==> src/rtl/udec_pkg.sv <==
// shared types and constants of the utf-8 code point decoder
`default_nettype none

package udec_pkg;

    // width of a decoded code point
    localparam int unsigned CpWidth = 21;

    // replacement character for broken input
    localparam logic [CpWidth-1:0] QMARK = CpWidth'(63);

    // default depth of the command queue between front and back
    localparam int unsigned QUEUE_DEPTH = 4;

    // one command: a run of replacement marks, then an optional code point
    typedef struct packed {
        logic [2:0]         q_count;  // replacement marks to emit first
        logic               has_cp;   // a decoded code point follows the marks
        logic [CpWidth-1:0] cp;       // decoded code point
        logic               fin;      // last byte of the text
    } cmd_t;

    // read side of the command queue
    typedef struct packed {
        logic valid;
        cmd_t cmd;
    } cmd_head_t;

endpackage

`default_nettype wire

==> src/rtl/udec_front.sv <==
// front part: classifies each byte, tracks the open sequence, builds commands
`default_nettype none

module udec_front (
    input  wire logic          clk,
    input  wire logic          rst_n,
    input  wire logic          push,
    input  wire logic [7:0]    text_byte,
    input  wire logic          final_byte,
    input  wire logic          q_full,
    output logic               q_push,
    output udec_pkg::cmd_t     q_cmd
);
    import udec_pkg::*;

    logic [CpWidth-1:0] part_reg;
    logic [CpWidth-1:0] part_next;
    logic [1:0]         need_reg;
    logic [1:0]         need_next;
    logic [1:0]         held_reg;
    logic [1:0]         held_next;

    logic               accept;
    logic               is_cont;
    logic               is_ascii;
    logic               is_lead2;
    logic               is_lead3;
    logic               is_lead4;
    logic [2:0]         q_cnt;
    logic               has_cp;
    logic [CpWidth-1:0] cp;

    // byte classes
    assign is_cont  = (text_byte[7:6] == 2'b10);
    assign is_ascii = !text_byte[7];
    assign is_lead2 = (text_byte[7:5] == 3'b110);
    assign is_lead3 = (text_byte[7:4] == 4'b1110);
    assign is_lead4 = (text_byte[7:3] == 5'b11110);

    assign accept = push && !q_full;

    // next sequence state and the results this byte causes
    always_comb
    begin
        part_next = part_reg;
        need_next = need_reg;
        held_next = held_reg;
        q_cnt     = 3'd0;
        has_cp    = 1'b0;
        cp        = {{(CpWidth-8){1'b0}}, text_byte};

        if ((need_reg != 2'd0) && is_cont)
        begin
            part_next = {part_reg[CpWidth-7:0], text_byte[5:0]};
            need_next = need_reg - 2'd1;
            held_next = held_reg + 2'd1;
            if (need_reg == 2'd1)
            begin
                has_cp    = 1'b1;
                cp        = part_next;
                part_next = '0;
                held_next = 2'd0;
            end
        end
        else
        begin
            // broken sequence: flush lead and held continuations
            if (need_reg != 2'd0)
            begin
                q_cnt     = 3'd1 + {1'b0, held_reg};
                part_next = '0;
                need_next = 2'd0;
                held_next = 2'd0;
            end
            // decode the byte as a fresh one
            if (is_ascii)
            begin
                has_cp = 1'b1;
            end
            else if (is_lead2)
            begin
                part_next = {{(CpWidth-5){1'b0}}, text_byte[4:0]};
                need_next = 2'd1;
                held_next = 2'd0;
            end
            else if (is_lead3)
            begin
                part_next = {{(CpWidth-4){1'b0}}, text_byte[3:0]};
                need_next = 2'd2;
                held_next = 2'd0;
            end
            else if (is_lead4)
            begin
                part_next = {{(CpWidth-3){1'b0}}, text_byte[2:0]};
                need_next = 2'd3;
                held_next = 2'd0;
            end
            else
            begin
                q_cnt = q_cnt + 3'd1;
            end
        end

        // end of text: flush whatever is still open
        if (final_byte)
        begin
            if (need_next != 2'd0)
            begin
                q_cnt = q_cnt + 3'd1 + {1'b0, held_next};
            end
            part_next = '0;
            need_next = 2'd0;
            held_next = 2'd0;
        end
    end

    // command toward the queue, only when the byte yields results
    assign q_cmd.q_count = q_cnt;
    assign q_cmd.has_cp  = has_cp;
    assign q_cmd.cp      = cp;
    assign q_cmd.fin     = final_byte;
    assign q_push        = accept && ((q_cnt != 3'd0) || has_cp);

    // sequence state
    always_ff @(posedge clk or negedge rst_n)
    begin
        if (!rst_n)
        begin
            part_reg <= '0;
            need_reg <= 2'd0;
            held_reg <= 2'd0;
        end
        else if (accept)
        begin
            part_reg <= part_next;
            need_reg <= need_next;
            held_reg <= held_next;
        end
    end

    // no sequence open means nothing held
    a_idle_clean: assert property (@(posedge clk) disable iff (!rst_n)
        (need_reg == 2'd0) |-> (held_reg == 2'd0 && part_reg == '0))
        else $error("front state not clean with no sequence open");

    // a sequence never exceeds four bytes
    a_seq_len: assert property (@(posedge clk) disable iff (!rst_n)
        ({1'b0, need_reg} + {1'b0, held_reg}) <= 3'd3)
        else $error("front sequence longer than four bytes");

endmodule

`default_nettype wire

==> src/rtl/udec_queue.sv <==
// short command queue between front and back
`default_nettype none

module udec_queue #(
    parameter int unsigned DEPTH = udec_pkg::QUEUE_DEPTH
) (
    input  wire logic            clk,
    input  wire logic            rst_n,
    input  wire logic            wr_en,
    input  wire udec_pkg::cmd_t  wr_cmd,
    output logic                 full,
    input  wire logic            rd_pop,
    output udec_pkg::cmd_head_t  head
);
    import udec_pkg::*;

    localparam int unsigned PtrW = (DEPTH > 1) ? $clog2(DEPTH) : 1;
    localparam int unsigned CntW = $clog2(DEPTH + 1);
    localparam logic [PtrW-1:0] PtrLast = PtrW'(DEPTH - 1);
    localparam logic [CntW-1:0] CntFull = CntW'(DEPTH);
    localparam logic [PtrW-1:0] PtrOne  = PtrW'(1);
    localparam logic [CntW-1:0] CntOne  = CntW'(1);

    cmd_t            slot_reg [DEPTH];
    logic [PtrW-1:0] wr_ptr_reg;
    logic [PtrW-1:0] rd_ptr_reg;
    logic [CntW-1:0] count_reg;
    logic            do_wr;
    logic            do_rd;

    assign full       = (count_reg == CntFull);
    assign do_wr      = wr_en && !full;
    assign do_rd      = rd_pop && (count_reg != '0);
    assign head.valid = (count_reg != '0);
    assign head.cmd   = slot_reg[rd_ptr_reg];

    // storage
    always_ff @(posedge clk)
    begin
        if (do_wr)
        begin
            slot_reg[wr_ptr_reg] <= wr_cmd;
        end
    end

    // pointers and fill count
    always_ff @(posedge clk or negedge rst_n)
    begin
        if (!rst_n)
        begin
            wr_ptr_reg <= '0;
            rd_ptr_reg <= '0;
            count_reg  <= '0;
        end
        else
        begin
            if (do_wr)
            begin
                wr_ptr_reg <= (wr_ptr_reg == PtrLast) ? '0 : wr_ptr_reg + PtrOne;
            end
            if (do_rd)
            begin
                rd_ptr_reg <= (rd_ptr_reg == PtrLast) ? '0 : rd_ptr_reg + PtrOne;
            end
            if (do_wr && !do_rd)
            begin
                count_reg <= count_reg + CntOne;
            end
            else if (do_rd && !do_wr)
            begin
                count_reg <= count_reg - CntOne;
            end
        end
    end

    // fill count stays within the depth
    a_count_range: assert property (@(posedge clk) disable iff (!rst_n)
        count_reg <= CntFull)
        else $error("queue count beyond depth");

    // the front never writes into a full queue
    a_no_overrun: assert property (@(posedge clk) disable iff (!rst_n)
        wr_en |-> !full)
        else $error("queue written while full");

endmodule

`default_nettype wire

==> src/rtl/udec_back.sv <==
// back part: expands each command into result words behind an output register
`default_nettype none

module udec_back (
    input  wire logic                 clk,
    input  wire logic                 rst_n,
    input  wire udec_pkg::cmd_head_t  head,
    output logic                      head_pop,
    output logic [20:0]               code_point,
    output logic                      substituted,
    output logic                      text_end,
    output logic                      empty,
    input  wire logic                 pop
);
    import udec_pkg::*;

    logic               out_valid_reg;
    logic               out_valid_next;
    logic [CpWidth-1:0] cp_reg;
    logic [CpWidth-1:0] cp_next;
    logic               sub_reg;
    logic               sub_next;
    logic               end_reg;
    logic               end_next;
    logic [2:0]         idx_reg;
    logic [2:0]         idx_next;

    logic               load;
    logic [2:0]         total;
    logic               is_last;
    logic               is_mark;

    // position inside the current command
    assign load    = !out_valid_reg || pop;
    assign total   = head.cmd.q_count + {2'b00, head.cmd.has_cp};
    assign is_last = ((idx_reg + 3'd1) == total);
    assign is_mark = (idx_reg < head.cmd.q_count);

    // next result word
    always_comb
    begin
        out_valid_next = out_valid_reg;
        cp_next        = cp_reg;
        sub_next       = sub_reg;
        end_next       = end_reg;
        idx_next       = idx_reg;
        head_pop       = 1'b0;
        if (load)
        begin
            out_valid_next = head.valid;
            if (head.valid)
            begin
                cp_next  = is_mark ? QMARK : head.cmd.cp;
                sub_next = is_mark;
                end_next = head.cmd.fin && is_last;
                if (is_last)
                begin
                    head_pop = 1'b1;
                    idx_next = 3'd0;
                end
                else
                begin
                    idx_next = idx_reg + 3'd1;
                end
            end
        end
    end

    // control registers
    always_ff @(posedge clk or negedge rst_n)
    begin
        if (!rst_n)
        begin
            out_valid_reg <= 1'b0;
            idx_reg       <= 3'd0;
        end
        else
        begin
            out_valid_reg <= out_valid_next;
            idx_reg       <= idx_next;
        end
    end

    // output payload
    always_ff @(posedge clk)
    begin
        cp_reg  <= cp_next;
        sub_reg <= sub_next;
        end_reg <= end_next;
    end

    assign code_point  = cp_reg;
    assign substituted = sub_reg;
    assign text_end    = end_reg;
    assign empty       = !out_valid_reg;

    // the word index stays inside the command at the head
    a_idx_in_cmd: assert property (@(posedge clk) disable iff (!rst_n)
        head.valid |-> (idx_reg < total))
        else $error("back index past end of command");

    // a substituted word always carries the replacement mark
    a_mark_value: assert property (@(posedge clk) disable iff (!rst_n)
        (out_valid_reg && sub_reg) |-> (cp_reg == QMARK))
        else $error("substituted word without replacement mark");

endmodule

`default_nettype wire

==> src/rtl/utf8_codepoint_decoder.sv <==
// The first result word of a byte passes the command queue and then the output register.
// The front takes one byte per cycle while the queue is not full; the back part emits
// one word per cycle while the receiver pops, so a byte yielding n words holds it until all n are out.
// A queue of QUEUE_DEPTH commands lets the front keep taking bytes meanwhile.
// Reset (rst_n low, asynchronous) closes any open sequence and empties queue and output.
`default_nettype none

module utf8_codepoint_decoder #(
    parameter int unsigned QUEUE_DEPTH = udec_pkg::QUEUE_DEPTH
) (
    input  wire logic        clk,
    input  wire logic        rst_n,
    input  wire logic        push,
    output logic             full,
    input  wire logic [7:0]  text_byte,
    input  wire logic        final_byte,
    output logic             empty,
    input  wire logic        pop,
    output logic [20:0]      code_point,
    output logic             substituted,
    output logic             text_end
);
    import udec_pkg::*;

    logic      q_push;
    cmd_t      q_cmd;
    logic      q_full;
    logic      head_pop;
    cmd_head_t head;

    assign full = q_full;

    // byte classification and sequence tracking
    udec_front u_front (
        .clk        (clk),
        .rst_n      (rst_n),
        .push       (push),
        .text_byte  (text_byte),
        .final_byte (final_byte),
        .q_full     (q_full),
        .q_push     (q_push),
        .q_cmd      (q_cmd)
    );

    // command queue
    udec_queue #(
        .DEPTH (QUEUE_DEPTH)
    ) u_queue (
        .clk    (clk),
        .rst_n  (rst_n),
        .wr_en  (q_push),
        .wr_cmd (q_cmd),
        .full   (q_full),
        .rd_pop (head_pop),
        .head   (head)
    );

    // result word expansion
    udec_back u_back (
        .clk         (clk),
        .rst_n       (rst_n),
        .head        (head),
        .head_pop    (head_pop),
        .code_point  (code_point),
        .substituted (substituted),
        .text_end    (text_end),
        .empty       (empty),
        .pop         (pop)
    );

endmodule

`default_nettype wire

==> config.mk <==
export PLATFORM = sky130hd
export DESIGN_NAME = utf8_codepoint_decoder
export DESIGN_NICKNAME = d
export VERILOG_FILES = /design/src/rtl/udec_pkg.sv /design/src/rtl/udec_front.sv /design/src/rtl/udec_queue.sv /design/src/rtl/udec_back.sv /design/src/rtl/utf8_codepoint_decoder.sv
export SDC_FILE = /design/constraint.sdc
export NUM_CORES = 1
export LEC_CHECK = 0
export BUFFER_PORTS_ARGS = -buffer_cell sky130_fd_sc_hd__buf_2
export CAP_MARGIN = 40
export CELL_PAD_IN_SITES_DETAIL_PLACEMENT = 1
export CELL_PAD_IN_SITES_GLOBAL_PLACEMENT = 2
export CORE_UTILIZATION = 45
export CTS_BUF_LIST = sky130_fd_sc_hd__clkbuf_8 sky130_fd_sc_hd__clkbuf_16
export DETAILED_ROUTE_END_ITERATION = 7
export GPL_ROUTABILITY_DRIVEN = 0
export PLACE_DENSITY = 0.88
export SYNTH_ARGS = -nofsm -noshare
export SYNTH_HDL_FRONTEND = slang
export SYNTH_SLANG_ARGS = --single-unit
==> constraint.sdc <==
create_clock -name clk -period 4.4 [get_ports clk]
set_clock_uncertainty 0.1 [all_clocks]
set_input_delay 0 -clock clk [delete_from_list [all_inputs] [get_ports clk]]
set_output_delay 0 -clock clk [all_outputs]
set_load 0.02 [all_outputs]
# Yosys cells after proc, flatten, opt, wreduce, memory -nomap -nowiden
# Memories as Yosys holds them, arrays and structs flattened.
# Cells that the tools add are included.
dict set report op_classes {
  n_addsub 12
  magnitude_cmp 1
  eq_ne 9
  n_mux 47
  n_reduce_logical 20
}
# cell count
set op_table {}
lappend op_table {{$mux 21} 10}
lappend op_table {{$mux 3} 12}
lappend op_table {{$mux 2} 17}
lappend op_table {{$add 3x1->3 const B} 4}
lappend op_table {{$logic_and 1x1->1} 8}
lappend op_table {{$mux 1} 8}
lappend op_table {{$add 2x1->2 const B} 3}
lappend op_table {{$eq 2x2->1 const B} 3}
lappend op_table {{$eq 3x3->1 const B} 2}
lappend op_table {{$reduce_bool 2->1} 3}
lappend op_table {{$reduce_bool 3->1} 2}
lappend op_table {{$eq 5x5->1 const B} 1}
lappend op_table {{$eq 4x4->1 const B} 1}
lappend op_table {{$logic_not 1->1} 4}
lappend op_table {{$add 1x2->3 const A} 1}
lappend op_table {{$add 3x1->3} 1}
lappend op_table {{$add 3x2->3} 1}
lappend op_table {{$eq 3x3->1} 1}
lappend op_table {{$lt 3x3->1} 1}
lappend op_table {{$sub 3x1->3 const B} 1}
lappend op_table {{$eq 2x1->1 const B} 1}
lappend op_table {{$logic_or 1x1->1} 2}
lappend op_table {{$reduce_and 2->1} 1}
lappend op_table {{$sub 2x1->2 const B} 1}
dict set report totals {
  regBits 59
  mem_bits_rw 104
  input_bits 13
  out_inout_bits 25
  word_cells 101
  memories 1
}
# name depth width rd rd_clocked_by_memory_dff wr line
set memory_table {}
lappend memory_table {u_queue.slot_reg 4 26 1 0 1 udec_queue.sv:24} ;# cmd_t slot_reg [DEPTH];

# Depth between registers and ports, before layout
dict set report logic_depth {
  depth_word 21
  mapped_depth 18
  depth_no_buf 17
}

# Modules after synthesis
# A second synthesis with hierarchy kept.
dict set report hier_totals {
  cells_unflattened 411
  hier_area_um2 6834.1
}
# mod n_inst cells_per_inst area_each_um2 seq_area_each_um2
set by_module_without_submodules {}
lappend by_module_without_submodules {udec_queue 1 173 4264.1 3298.2}
lappend by_module_without_submodules {udec_front 1 154 1405.1 475.5}
lappend by_module_without_submodules {udec_back 1 84 1164.9 790.8}

# Worst setup path before layout
# OpenSTA, ideal clock, no wires.
dict set report synth_path {
  path_kind {register to register}
  from {reg u_queue.rd_ptr_reg[0]}
  to {reg u_queue.count_reg[1]}
  setup_ps 125
  arrival_ps 3811
  required_ps 4175
  slack_ps 364
  stages_incl_launch_ff 15
  n_path_buf 2
  synth_period_minus_slack_ps 4036
  cell_sequence {dfrtp_1 > buf_4 > buf_1 > mux4_2 > ha_1 > ha_1 > xor2_1 > xnor2_1 > xnor2_1 > nor4_1 > inv_1 > ha_1 > inv_1 > fa_1 > mux2_2}
}
dict set report synth_via {
  elab_chain_len 10
  word_cells_on_any_way 12
  classes_between {add/sub (1); eq/ne (1); mux (4); reduce/logical (5); memory (1)}
}
# element line
set synth_rtl {}
lappend synth_rtl {{from (decl)} udec_queue.sv:26} ;# logic [PtrW-1:0] rd_ptr_reg;
lappend synth_rtl {{from (signal assigned)} udec_queue.sv:63} ;# rd_ptr_reg <= (rd_ptr_reg == PtrLast) ? '0 : rd_ptr_reg + PtrOne;
lappend synth_rtl {{$mem_v2 4x26 (*)} --}
lappend synth_rtl {{$add 3x1->3 (*)} udec_back.sv:35} ;# assign total = head.cmd.q_count + {2'b00, head.cmd.has_cp};
lappend synth_rtl {{$eq 3x3->1 (*)} udec_back.sv:36} ;# assign is_last = ((idx_reg + 3'd1) == total);
lappend synth_rtl {{$mux 1 (*)} udec_back.sv:56} ;# if (is_last)
lappend synth_rtl {{$mux 1 (*)} udec_back.sv:51} ;# if (head.valid)
lappend synth_rtl {{$mux 1 (*)} udec_back.sv:48} ;# if (load)
lappend synth_rtl {{$logic_and 1x1->1 (*)} udec_queue.sv:33} ;# assign do_rd = rd_pop && (count_reg != '0);
lappend synth_rtl {{$logic_not 1->1} udec_queue.sv:65} ;# if (do_wr && !do_rd)
lappend synth_rtl {{$logic_and 1x1->1} udec_queue.sv:65}
lappend synth_rtl {{$mux 3 / $reduce_bool 2->1 (equally long branches)} --}
lappend synth_rtl {{to (signal assigned)} udec_queue.sv:67} ;# count_reg <= count_reg + CntOne;
lappend synth_rtl {{to (signal assigned)} udec_queue.sv:71} ;# count_reg <= count_reg - CntOne;
lappend synth_rtl {{to (decl)} udec_queue.sv:27} ;# logic [CntW-1:0] count_reg;
# Every way passes the cells marked *; elsewhere a longest branch is shown, timed or not.
# A chain may end at the register's enable or synchronous reset.

# Worst setup path after layout
dict set report layout_path {
  from {reg u_front.need_reg[0]}
  to {reg u_queue.count_reg[1]}
}
dict set report layout_via {
  elab_chain_len 20
  word_cells_on_any_way 41
  classes_between {add/sub (4); eq/ne (1); mux (25); reduce/logical (11)}
}
# element line
set layout_rtl {}
lappend layout_rtl {{from (decl)} udec_front.sv:18} ;# logic [1:0] need_reg;
lappend layout_rtl {{from (signal assigned)} udec_front.sv:136} ;# need_reg <= need_next;
lappend layout_rtl {{$reduce_bool 2->1} {udec_front.sv:52, udec_front.sv:68}}
lappend layout_rtl {{$mux 3} udec_front.sv:68} ;# if (need_reg != 2'd0)
lappend layout_rtl {{$mux 3} udec_front.sv:52} ;# if ((need_reg != 2'd0) && is_cont)
lappend layout_rtl {{$add 3x1->3} udec_front.sv:100} ;# q_cnt = q_cnt + 3'd1;
lappend layout_rtl {{$mux 3} udec_front.sv:92} ;# else if (is_lead4)
lappend layout_rtl {{$mux 3} udec_front.sv:86} ;# else if (is_lead3)
lappend layout_rtl {{$mux 3} udec_front.sv:80} ;# else if (is_lead2)
lappend layout_rtl {{$mux 3} udec_front.sv:76} ;# if (is_ascii)
lappend layout_rtl {{[... 5 more ...]} --}
lappend layout_rtl {{$reduce_bool 3->1} udec_front.sv:122} ;# assign q_push = accept && ((q_cnt != 3'd0) || has_cp);
lappend layout_rtl {{$logic_or 1x1->1 (*)} udec_front.sv:122}
lappend layout_rtl {{$logic_and 1x1->1 (*)} udec_front.sv:122}
lappend layout_rtl {{$logic_and 1x1->1 (*)} udec_queue.sv:32} ;# assign do_wr = wr_en && !full;
lappend layout_rtl {{via u_queue.do_wr} udec_queue.sv:28} ;# logic do_wr;
lappend layout_rtl {{$logic_not 1->1} udec_queue.sv:69} ;# else if (do_rd && !do_wr)
lappend layout_rtl {{$logic_and 1x1->1} udec_queue.sv:69}
lappend layout_rtl {{$reduce_bool 2->1 (no line)} --}
# Mark *: on every way through the listed nets, which the timed path passes. The rest lies on a longest branch. The select of a mux whose other input is x is not followed.

==> run_results.csv <==
group,metric,value,unit
finish,drive_gt1_share,26.6,%
finish,nNetsFinal,500,
synthesis,synth_compound_area_share,6.01,%
synthesis,ys_seq_area_share,68.3,%
clock_network,clock_sinks,157,
drt,vias,3706,
finish,fillers,1378,
timing,slew_headroom,49.9,%
synthesis,synth-simple-area-share,7.96,%
timing,fmax,244,MHz
die,die_area,15300,µm²
worst_setup_path,cp_data_required_time,4610,ps
timing,max_slew.worst_pin.slew,752,ps
power,p_per_area,712,nW/µm²
drt,drcViolationCount,0,
grt,grt_overflow,0,
worst_setup_path,critical-path-slowest-cell,"or4b_1",
synthesis,yosysWarnings,0,
place,io_buffers,37,
grt,antenna_found_initial,0,
finish,area_delta_synth_final,18.1,%
synthesis,synthMuxAreaShare,10.4,%
die,fp.dieW,124,µm
clock_network,cts_tree,"yes",
clock_network,post_cts_buffers,0,
power,vdd_drop_max,348,µV
synthesis,synth_edf_count,127,
finish,largest_reg_flops,104,
grt,grt_pass1_wl,22800,µm
die,rows,44,
synthesis,synth-xor-area-share,1.31,%
worst_setup_path,crit_top_cell,"inv_1",
worst_setup_path,worstPathCellList,"inv_1, ha_2, or4b_1, a21oi_1, nor2_1, ha_1, inv_1, fa_1, nand2b_1, mux2_4, o311a_4, ha_1, inv_1, fa_1, mux2_2",
worst_setup_path,max_stage_delay,470,ps
worst_setup_path,startpoint_type,"flip-flop",
die,start_util,46.0,%
timing,slew_violations,0,
grt,grt_max_degree,31,
clock_network,cts-root-buf,"clkbuf_16",
worst_setup_path,arrival,4300,ps
timing,hold_viol,0,
worst_setup_path,critPathKind,"reg2reg",
place,dp_hpwl,9050,µm
finish,antennaDiodeCount,0,
timing,setup_viol,0,
grt,grt_pass1_vias,4014,
clock_network,cts_buffers,17,
synthesis,synth-async-reset-ratio,19.1,%
synthesis,syn_area,6680,µm²
timing,fin_crit_sh,93.1,%
synthesis,yosys_register_bits,157,
drt,dr.pass1.iters,4,
drt,routed_wirelength,14500,µm
die,core-area,14500,µm²
drt,via_per_inst,5.57,
clock_network,clock_latency,420,ps
clock_network,htreeDepth,4,
timing,rsz0062_at_grt,"false",
synthesis,avgSynthCellArea,16.5,µm²
worst_hold_path,hp-class,"in2reg",
drt,antenna_left,0,
place,placed_cell_area,7130,µm²
synthesis,synth-main-ff-cell,"edfxtp_1",
outcome,status,"completed",
worst_setup_path,cp_max_fo,10,
clock_network,ctsLongestPathBuffers,2,
finish,fin_area,7900,µm²
drt,drt_first_iter_violations,276,
worst_setup_path,crit_path_end_kind,"flip-flop",
clock_network,clk_pin_slew,60,ps
die,boundaryPins,38,
grt,track_usage,20.9,%
synthesis,synth-adder-area-share,3.78,%
timing,fin_crit,4100,ps
synthesis,ys_types,49,
synthesis,synth_top_family_by_area,"multiplexers",
power,p_leak,3.04,nW
flow_run,drv_cap,0,
timing,finalSetupTns,0,ps
drt,post_drt_wl_per_cell,21.8,µm
die,die-height,124,µm
synthesis,syn_inst,406,
synthesis,synthesis.nets,438,
[final cells by class]
type                       count  area, µm²  share of cell area, %
timing repair buffer          60        400                   5.07
multi-input combinational    215       1970                   25.0
sequential                   157       4560                   57.8
inverter                      17       63.8                  0.808
clock inverter                13        213                   2.69
tap                          184        230                   2.92
clock buffer                  19        453                   5.74
[metal layers]
layer | up-vias | track usage, % | share of wire (%)
met4 | 0 | 8.51 | 0.67
met1 | 1926 | 26.9 | 43
met3 | 8 | 3.98 | 4.5
met2 | 94 | 34.9 | 52
li1 | 1678 | - | -
met5 | - | 0 | 0
[synth_stat cells (2+ instances only)]
cell type  count  area (µm²)
a21o_1         4        30.0
a21oi_1        5        25.0
a22o_1        14         123
a22oi_1        3        22.5
a31o_2         2        17.5
a32o_1         2        20.0
and2_1         7        43.8
and3_1        15        93.8
buf_2          3        15.0
buf_6          2        22.5
clkbuf_1      10        37.5
dfrtp_1       30         751
edfxtp_1     127        3810
fa_1           2        40.0
ha_1          17         213
inv_1         17        63.8
mux2_2         4        45.0
mux2_4         3        45.0
mux2i_1        2        20.0
mux4_2        26         586
nand2_1       23        86.3
nand2b_1       3        18.8
nand3_1        3        15.0
nor2_1        14        52.6
nor2b_1       15        93.8
nor3_1         6        30.0
nor4_1         2        12.5
o211ai_1       2        15.0
o21ai_0       10        50.1
o21ai_2        2        17.5
or2_1          3        18.8
or2_2          3        18.8
xnor2_1        4        35.0
xor2_1         6        52.6
[cell families (layout without fill, tap and decap cells)]
family | Yosys count | in the layout
buffers and inverters | 34 | 109
XOR/XNOR | 10 | 10
flip-flops | 157 | 157
AO/OA/AOI/OAI | 51 | 51
multiplexers | 35 | 35
AND/OR/NAND/NOR | 100 | 100
adder cells (fa/ha/maj) | 19 | 19
[worst max-delay path, delay by kind of cell (launching register included)]
kind                       cells  cell delay, ps
muxes                          2             530
AOI/OAI and AO/OA              2             510
buffers and inverters          3             230
and+or+nand+nor                3             710
DFF                            1             420
adders and majority gates      5            1490
[power by group]
part / internal, mW / switching, mW
sequential: 2.05 / 0.155
clock: 1.04 / 0.591
combinational: 0.769 / 1.02
[what timing repair did]
| item | 4_1_cts | 5_1_grt |
|---|---|---|
| hold buffers | 10 | 0 |
| endpoints found under the hold margin | 71 | 0 |
| resized for setup | 0 | 1 |
| setup endpoints to repair | 0 | 2 |
[stage by stage]
| stage | setup WS (ps) | hold slack, ps | power [mW] | util, % | std cells |
|---|---|---|---|---|---|
| 2_1_floorplan | 364 | -396 | 3.47 | - | 406 |
| 3_3_place_gp | 356 | -6.76 | 3.89 | 48.8 | 621 |
| 5_1_grt | 86.2 | 110 | 5.92 | 54.3 | 665 |
| 4_1_cts | 197 | 63.2 | 5.69 | 54.3 | 665 |
| 6_report | 305 | 88.3 | 5.62 | 54.3 | 665 |
| 3_5_place_dp | 251 | -0.945 | 4.02 | 49.0 | 623 |
[cells in the final DEF, fill, tap and decap left out, types with 3 or more instances in the layout]
cell type      instances
a21o_1                 4
a21oi_1                5
a22o_1                14
a22oi_1                3
and2_1                 7
and3_1                15
buf_2                 38
buf_4                 11
bufinv_16              5
clkbuf_16             17
clkinv_4               4
dfrtp_1               30
dlygate4sd3_1         10
edfxtp_1             127
ha_1                  16
inv_1                 18
mux2_2                 4
mux2_4                 3
mux4_2                26
nand2_1               23
nand2b_1               3
nand3_1                3
nor2_1                14
nor2b_1               15
nor3_1                 6
o21ai_0               10
or2_1                  3
or2_2                  3
xnor2_1                4
xor2_1                 6
[path summary, 6_finish.rpt]
kind                                                        from  slack, ps                                 to  depth (start not counted)
worst max-delay path             u_front.need_reg[0]$_DFFE_PN0P_        300   u_queue.count_reg[1]$_DFFE_PN0P_                         15
worst min-delay path                                text_byte[7]         90  u_queue.slot_reg[0][22]$_DFFE_PP_                          2
worst max register to register   u_front.need_reg[0]$_DFFE_PN0P_        300   u_queue.count_reg[1]$_DFFE_PN0P_                         15
worst min register to register  u_front.part_reg[11]$_DFFE_PN0P_        410   u_front.part_reg[11]$_DFFE_PN0P_                          1
max in group asynchronous                                  rst_n       3620   u_front.part_reg[11]$_DFFE_PN0P_                          2
min in group asynchronous                                  rst_n        100      u_back.idx_reg[1]$_DFFE_PN0P_                          2
No activity file was read; power rests on OpenSTA's default activity.
